$ cat src/hw/rtl/newton_nth_root_assert.svh
// ----------------------------------------------------------------------------
// Assertion macros for the n-th root block
// Shared forms for concurrent checks clocked on clk and disabled in reset.
// ----------------------------------------------------------------------------
`ifndef NEWTON_NTH_ROOT_ASSERT_SVH
`define NEWTON_NTH_ROOT_ASSERT_SVH

// Consequent must hold in the same cycle as the antecedent.
`define NNR_ASSERT_SAME(label, ante, cons, msg) \
	label: assert property (@(posedge clk) disable iff (!arst_n) (ante) |-> (cons)) \
		else $error(msg);

// Consequent must hold in the cycle after the antecedent.
`define NNR_ASSERT_NEXT(label, ante, cons, msg) \
	label: assert property (@(posedge clk) disable iff (!arst_n) (ante) |=> (cons)) \
		else $error(msg);

`endif

$ cat src/hw/rtl/nnr_pkg.sv
// ----------------------------------------------------------------------------
// nnr_pkg
// Types and fixed constants of the Newton n-th root block.
// ----------------------------------------------------------------------------
`default_nettype none

package nnr_pkg;

	// Field widths
	localparam int unsigned WORD_W   = 32;
	localparam int unsigned DEGREE_W = 4;
	localparam int unsigned TOL_W    = 24;
	localparam int unsigned COUNT_W  = 7;
	localparam int unsigned STATUS_W = 2;

	// Quotient is capped at 2^40, so it needs 41 bits.
	localparam int unsigned QUOT_W = 41;
	localparam logic [QUOT_W-1:0] QUOT_CAP = {1'b1, {(QUOT_W-1){1'b0}}};

	// Magnitude of (quotient - root) never exceeds 2^40.
	localparam int unsigned DELTA_BITS = 41;
	localparam int unsigned DIFF_W     = 42;

	// Degree limits
	localparam logic [DEGREE_W-1:0] DEGREE_MIN = 4'd2;
	localparam logic [DEGREE_W-1:0] DEGREE_MAX = 4'd8;

	// Register reset values
	localparam logic [DEGREE_W-1:0] RST_ROOT_DEGREE    = 4'd5;
	localparam logic [WORD_W-1:0]   RST_START_GUESS    = 32'd15099494;
	localparam logic [TOL_W-1:0]    RST_STOP_TOLERANCE = 24'd167772;

	// Configuration port
	localparam int unsigned APB_ADDR_W = 4;
	localparam int unsigned APB_DATA_W = 32;
	localparam logic [1:0] REG_ROOT_DEGREE    = 2'd0;
	localparam logic [1:0] REG_START_GUESS    = 2'd1;
	localparam logic [1:0] REG_STOP_TOLERANCE = 2'd2;

	// Result status codes
	localparam logic [STATUS_W-1:0] STATUS_CONVERGED = 2'd0;
	localparam logic [STATUS_W-1:0] STATUS_LIMIT     = 2'd1;
	localparam logic [STATUS_W-1:0] STATUS_FAULT     = 2'd2;

	// Sequencer states
	typedef enum logic [2:0] {
		S_IDLE,
		S_POW_MUL,
		S_POW_SHIFT,
		S_DIV_Q,
		S_ABS,
		S_DIV_D,
		S_DONE
	} nnr_state_t;

	// Divider status toward the sequencer
	typedef struct packed {
		logic busy;
		logic done;
	} div_stat_t;

endpackage

`default_nettype wire

$ cat src/hw/rtl/nnr_divider.sv
// ----------------------------------------------------------------------------
// nnr_divider
// Restoring divider, one quotient bit per cycle, quotient capped at 2^40.
// ----------------------------------------------------------------------------
`default_nettype none

module nnr_divider import nnr_pkg::*; #(
	parameter  int unsigned NUM_W = 56,
	localparam int unsigned CNT_W = $clog2(NUM_W + 1)
) (
	input  wire logic              clk,
	input  wire logic              arst_n,
	input  wire logic              start,
	input  wire logic [CNT_W-1:0]  steps,
	input  wire logic [NUM_W-1:0]  num,
	input  wire logic [WORD_W-1:0] den,
	output logic      [QUOT_W-1:0] quotient,
	output div_stat_t              stat
);

	logic [WORD_W-1:0] rem_q;
	logic [WORD_W-1:0] den_q;
	logic [NUM_W-1:0]  num_q;
	logic [QUOT_W-1:0] quot_q;
	logic [CNT_W-1:0]  cnt_q;
	logic              busy_q;
	logic              done_q;

	logic [WORD_W:0]   shifted;
	logic [WORD_W:0]   trial;
	logic              fits;
	logic [QUOT_W-1:0] quot_cand;
	logic [QUOT_W-1:0] quot_next;

	// One restoring step: bring down the next dividend bit and try the subtract.
	always_comb begin
		shifted   = {rem_q, num_q[NUM_W-1]};
		trial     = shifted - {1'b0, den_q};
		fits      = (shifted >= {1'b0, den_q});
		quot_cand = {quot_q[QUOT_W-2:0], fits};
		if (quot_q < QUOT_CAP) begin
			quot_next = (quot_cand > QUOT_CAP) ? QUOT_CAP : quot_cand;
		end else begin
			quot_next = quot_q;
		end
	end

	// Step counter and handshake toward the sequencer.
	always_ff @(posedge clk or negedge arst_n) begin
		if (!arst_n) begin
			busy_q <= 1'b0;
			done_q <= 1'b0;
			cnt_q  <= '0;
		end else begin
			done_q <= 1'b0;
			if (start) begin
				busy_q <= 1'b1;
				cnt_q  <= steps;
			end else if (busy_q) begin
				cnt_q <= cnt_q - 1'b1;
				if (cnt_q == CNT_W'(1)) begin
					busy_q <= 1'b0;
					done_q <= 1'b1;
				end
			end
		end
	end

	// Remainder, dividend shift register and quotient.
	always_ff @(posedge clk) begin
		if (start) begin
			rem_q  <= '0;
			den_q  <= den;
			num_q  <= num;
			quot_q <= '0;
		end else if (busy_q) begin
			rem_q  <= fits ? trial[WORD_W-1:0] : shifted[WORD_W-1:0];
			num_q  <= {num_q[NUM_W-2:0], 1'b0};
			quot_q <= quot_next;
		end
	end

	assign quotient  = quot_q;
	assign stat.busy = busy_q;
	assign stat.done = done_q;

endmodule

`default_nettype wire

$ cat config.mk
export PLATFORM = sky130hd
export DESIGN_NAME = nnr_divider
export DESIGN_NICKNAME = d
export VERILOG_FILES = /design/src/hw/rtl/newton_nth_root_assert.svh /design/src/hw/rtl/nnr_pkg.sv /design/src/hw/rtl/nnr_divider.sv
export SDC_FILE = /design/constraint.sdc
export NUM_CORES = 1
export LEC_CHECK = 0
export BUFFER_PORTS_ARGS = -buffer_cell sky130_fd_sc_hd__buf_2
export CAP_MARGIN = 20
export CORE_AREA = 2 2 122 124
export DETAILED_ROUTE_END_ITERATION = 12
export DIE_AREA = 0 0 124 126
export PLACE_DENSITY = 0.84
export SETUP_SLACK_MARGIN = 0.05
export SYNTH_ARGS = -nofsm -noshare
export SYNTH_HDL_FRONTEND = slang
export SYNTH_SLANG_ARGS = --single-unit
$ cat constraint.sdc
create_clock -name clk -period 5.15 [get_ports clk]
set_input_delay 1.03 -clock clk [delete_from_list [all_inputs] [get_ports clk]]
set_output_delay 1.03 -clock clk [all_outputs]
set_load 0.1 [all_outputs]
==> results of run 1 <==
[metal layers]
metal	vias up	wire (um)	track usage
met5	-	13	0
met4	2	299	0.07865
met3	27	1390	0.07926
met2	219	9303	0.4192
met1	3103	8092	0.3229
li1	3268	-	-
[synthesized netlist by cell type, types with 7 or more instances]
library cell	instances
nand3_1	14
mux2i_1	12
nand2b_1	44
dfrtp_1	8
xor2_1	8
o21ai_0	76
inv_1	44
nor3_1	14
mux2_2	55
a21o_1	13
xnor2_1	13
a311oi_1	13
ha_1	34
nand2_1	92
buf_2	10
dfxtp_1	73
nor4_1	10
a21oi_1	26
edfxtp_1	88
nor2_1	51
nand4_1	9
a211oi_1	10
clkbuf_1	26
a32oi_1	7
[power groups by stage]
stage                     Clock, mW  Combinational, mW  Sequential [mW]
after detailed placement          0              0.415             1.60
after global routing           1.39              0.470             1.59
after floorplan                   0              0.309             1.59
after global placement            0              0.401             1.60
final                          1.32              0.421             1.57
after CTS                      1.33              0.420             1.57
[state kept, by name, indices dropped and copies added (netlist names)]
register  cells
num_q        56
quotient     41
den_q        32
rem_q        32
cnt_q         6
busy_q        1
done_q        1
[cell type report]
cell class                 count  area share
antenna                        1   0.0002500
clock buffer                  18     0.04288
multi-input combinational    577      0.3907
tap                          184     0.02300
clock inverter                14     0.01838
timing repair buffer         147     0.07826
inverter                      44     0.01650
sequential                   169      0.4301
[worst max path at each step]
stage / start / to / slack (ns) / cells after the start
2_1_floorplan: den_q[0] / rem_q[18] / 2.08 / 10
3_3_place_gp: den_q[22] / quotient[27] / 1.68 / 12
3_5_place_dp: den_q[24] / quotient[2] / 1.55 / 12
4_1_cts: den_q[24] / quotient[26] / 1.57 / 12
5_1_grt: den_q[22] / quotient[30] / 1.25 / 12
6_report: rem_q[21] / quotient[2] / 1.54 / 11
[cells by family (layout without fill, tap and decap cells)]
family                   Yosys count  in the layout
XOR/XNOR                          21             21
multiplexers                      67             67
other                              0              1
buffers and inverters             88            223
AND/OR/NAND/NOR                  270            270
AO/OA/AOI/OAI                    184            184
adder cells (fa/ha/maj)           35             35
flip-flops                       169            169
[worst reg2reg max path, cell delays in order (launching register included)]
cell and delay (ns):
dfxtp_1 0.33, ha_1 0.39, a21oi_1 0.27, o21bai_1 0.12, nor2b_1 0.16, o21a_1 0.19
or4b_1 0.54, o21ai_2 0.69, buf_4 0.31, a21oi_2 0.07, buf_4 0.24, o21ai_0 0.22
==> results.cfg, run 1 <==
[run_status]
status = complete, no violations

[logic_synthesis]
synth-simple-area-share = 0.1584
async_flop_share = 0.04734
synth-edff-count = 88
synth.area.top_cells = edfxtp_1 31%, dfxtp_1 17%, mux2_2 7.2%
synth_compound_area_frac = 0.1376
synth-seq-cells = 169
avgSynthCellArea_sq_um = 10.27
synth_top_family_by_area = simple AND/OR/NAND/NOR gates
synth_top_cell_area_share = 0.3085
ys.flop_type = edfxtp_1
syn_inst = 834
synth_fp_nets = 966
yosys.area_share.adder = 0.05201
yosysWarnings = 0
ys_types = 64
synthMuxAreaShare = 0.08634
seq_area_frac_synth = 0.5026
yosysTopAreaCell = edfxtp_1
synth-xor-area-share = 0.02148
syn-cell-area_sq_um = 8564

[die]
rows = 44
initial_core_util = 0.5983
num_io_pins = 140
dieArea_sq_um = 15620
core_sq_um = 14310
die_w_um = 124
dieHeight_um = 126

[place]
io_buffer_count = 139
place_ws_ns = 1.552
dp.cells = 1121
routabilityCongestion = 0.9232
place_area_sq_um = 9393
hpwl_um = 13020

[pwr]
p_per_area_nw_per_um2 = 331.0
power_frac_seq = 0.475
switching_power_mw = 0.8527
p_leak_nw = 4.188
power.total_mw = 3.312
sw_frac_of_total = 0.2574
intPower_mw = 2.460
ir_drop_mv = 0.2840
combPwrFrac = 0.127
power_frac_clock = 0.398

[final_layout]
layout-drive-gt1-share = 0.2539
fin_util = 0.6992
filler_cell_count = 1074
final_cell_mix = 138 x buf_2, 92 x nand2_1, 88 x edfxtp_1
layout.nets = 1088
finalInstanceArea_sq_um = 10010
finalNonFillerCells = 1154
register_area_sq_um = 4304
area_growth_pct = 16.86
final_common_cell = buf_2
multi_input_area_sq_um = 3910

[sta]
drv_slew = 0
skew_ns = 0.01037
timing.max_slew.rel_slack = 0.3484
setup_slack_ns = 1.539
setup_tns_ns = 0
fin_crit_sh = 0.7011
fin_crit_ns = 3.611
hold_violations = 0
fin_hold_ws_ns = 0.4375
rsz0062_at_grt = no
worstMarginPinSlew_ns = 0.9755
max_freq_mhz = 277.0
setup_violations = 0

[critical_path]
r2r-end = quotient[2]
crit_path_end_kind = flip-flop
crit_path_cell_trace = ha_1, a21oi_1, o21bai_1, nor2b_1, o21a_1, or4b_1, o21ai_2, buf_4, a21oi_2, buf_4, o21ai_0
crit_type = flip-flop to flip-flop
cp.required_ns = 5.50
slowest_delay_ns = 0.69
r2r_slack_ns = 1.54
cp_slowest_cell = o21ai_2
reg2reg_from = rem_q[21]
ff2ff_path_depth = 11
crit_family = compound AO/OA/AOI/OAI gates
path_max_fanout = 39
start_kind = flip-flop
crit_top_cell = buf_4
crit_buf_inv = 2
crit_arrival_ns = 3.96

[grt]
grt_start_max_net_pins = 84
grt_pass1_wl_um = 31530
grt_usage = 0.2555
grt_pass1_vias = 6502
grt_overflow = 0
grt_antenna_before_repair = 2

[clock_network]
insertion_delay_ns = 0.43
post_cts_buffers = 0
cts_tree = done
clockBufferDepth = 2
cts_hold_buf = 0
htree_levels = 4
cts_buffers = 17
cts.repair.resized = 0
cts_root_buffer = clkbuf_16
clk_pin_slew_ns = 0.07
cts_sinks = 169

[routing]
drc_errors = 0
vias = 6619
initialDrtViolationCount = 594
wl_um = 19100
firstDrtPassIters = 4
postRouteAntennaNets = 0
viasPerCell = 5.736
routedWlPerCell_um = 16.55

[flow_run]
maxCapViolCount = 0

[hold_path]
hold_path.class = input port to asynchronous set/reset pin
(Power assumes the default switching activity.)
==> run 2: changes to the inputs <==
CORE_AREA = 2 2 133 135   (was 2 2 122 124)
DIE_AREA = 0 0 135 137   (was 0 0 124 126)
PLACE_DENSITY = 0.75   (was 0.84)
clock period = 3.3 ns   (was 5.15 ns; I/O delays follow)
==> run 2 against run 1 <==
  * Worst setup slack worse by 1.4 ns
  * Clock skew up 0.0048 ns
  * Cell area up 3.7%
  * Critical endpoint is now rem_q[18]
  * Highest routed layer unchanged
==> results.cfg, run 2 (synthesis gave the netlist of run 1 again) <==
[sta]
fin_hold_ws_ns = 0.04748
timing.max_slew.rel_slack = 0.4603
drv_slew = 0
skew_ns = 0.01517
setup_tns_ns = 0
setup_violations = 0
max_freq_mhz = 317.2
worstMarginPinSlew_ns = 0.7891
hold_violations = 0
rsz0062_at_grt = no
fin_crit_ns = 3.152
fin_crit_sh = 0.9552

[critical_path]
crit_arrival_ns = 3.49
crit_type = flip-flop to flip-flop
start_kind = flip-flop
cp.required_ns = 3.64
path_max_fanout = 3
crit_path_end_kind = flip-flop
crit_buf_inv = 0
crit_cells = 10
cp_slowest_cell = or4b_1
ff2ff_path_depth = 10
slowest_delay_ns = 0.44
crit_family = simple AND/OR/NAND/NOR gates
crit_path_cell_trace = ha_1, fa_2, nand2b_2, a2111oi_4, nor4b_2, or2_2, o21ai_0, a211o_1, or4b_1, a311oi_1

[routing]
routed.top_layer = met5
viasPerCell = 5.466
vias = 6647
routedWlPerCell_um = 16.05
wl_um = 19520
firstDrtPassIters = 5
drc_errors = 0
met1_length_um = 8790
dr_wl_met3_um = 1222
initialDrtViolationCount = 445
route.met2.wl_um = 9227
postRouteAntennaNets = 0

[clock_network]
cts_root_buffer = clkbuf_16
clockBufferDepth = 2
insertion_delay_ns = 0.44
clk_pin_slew_ns = 0.07
cts_tree = done
htree_levels = 4
cts_buffers = 17
cts_sinks = 169
cts_hold_buf = 0

[final_layout]
final_common_cell = buf_2
top_register = num_q
final_cell_mix = 138 x buf_2, 92 x nand2_1, 88 x edfxtp_1
layout.nets = 1110
area_growth_pct = 21.12
largest_reg_flops = 56
layout-drive-gt1-share = 0.2866
antenna_cells = 0

[place]
io_buffer_count = 139
hpwl_um = 13220
routabilityCongestion = 0.8647

[grt]
grt_pass1_vias = 6312
grt_pass1_wl_um = 31270
grt_start_max_net_pins = 65
grt_usage = 0.2142
grt_antenna_before_repair = 2
grt_overflow = 0

[flow_run]
maxCapViolCount = 0

[die]
dieHeight_um = 137
dieArea_sq_um = 18500
core_sq_um = 17060
rows = 48
initial_core_util = 0.5021
die_w_um = 135
num_io_pins = 140

[pwr]
p_leak_nw = 4.297
p_per_area_nw_per_um2 = 506.0
ir_drop_mv = 0.4690

[run_status]
status = complete, no violations

[hold_path]
hold_path.class = input port to asynchronous set/reset pin
-- run 2: changes by cell type in the layout (fill, tap and decap cells not counted), sizes merged --
cell / delta
inv: +2
clkinv: -3
bufinv: -2
buf: +22
clkbuf: +3
diode: -1
-- run 2: through the flow --
| step | util | worst slack (ns) | area [sq um] | std cells | total power [mW] |
|---|---|---|---|---|---|
| 2_1_floorplan | - | 0.2270 | 8564 | 834 | 2.957 |
| 3_3_place_gp | 0.5632 | 0.1685 | 9607 | 1182 | 3.155 |
| 3_5_place_dp | 0.5632 | 0.04039 | 9607 | 1182 | 3.173 |
| 4_1_cts | 0.5999 | 0.05599 | 10230 | 1214 | 5.261 |
| 5_1_grt | 0.6082 | 0.04517 | 10370 | 1216 | 5.464 |
| 6_report | 0.6082 | 0.1479 | 10370 | 1216 | 5.249 |
-- run 2: per-layer routing --
layer | global-route usage | vias to the layer above
met2 | 0.3477 | 159
met5 | 0 | -
met4 | 0.06944 | 4
met1 | 0.2737 | 3153
met3 | 0.06704 | 20
li1 | - | 3311
-- run 2: layout make-up --
class / count / area [sq um]
Fill cell: 1438 / 6683
Sequential cell: 169 / 4304
Multi-Input combinational cell: 577 / 4041
Timing Repair Buffer: 169 / 960.9
Clock buffer: 21 / 514.2
Tap cell: 225 / 281.5
Inverter: 44 / 165.2
Clock inverter: 11 / 106.4
-- run 2: timing repair --
action,in CTS,in global routing
pin swaps,0,5
gates cloned,0,0
gates resized for setup,1,19
setup buffers,0,2
setup endpoints to repair,2,11
-- run 2: final timing paths --
kind                                 from         to  slack, ns
max in group asynchronous          arst_n   cnt_q[3]       3.07
min in group clk                  den[12]  den_q[12]       0.40
worst max-delay path             den_q[0]  rem_q[18]       0.15
worst min register to register  rem_q[17]  rem_q[17]       0.49
worst max register to register   den_q[0]  rem_q[18]       0.15
worst min-delay path               arst_n   cnt_q[5]       0.05
-- run 2: report_power, final --
part | switching (mW) | internal [mW] | leakage (nW) | total, mW
Clock | 0.920 | 1.16 | 0.308 | 2.08
Combinational | 0.374 | 0.343 | 2.40 | 0.718
Sequential | 0.0691 | 2.39 | 1.59 | 2.45
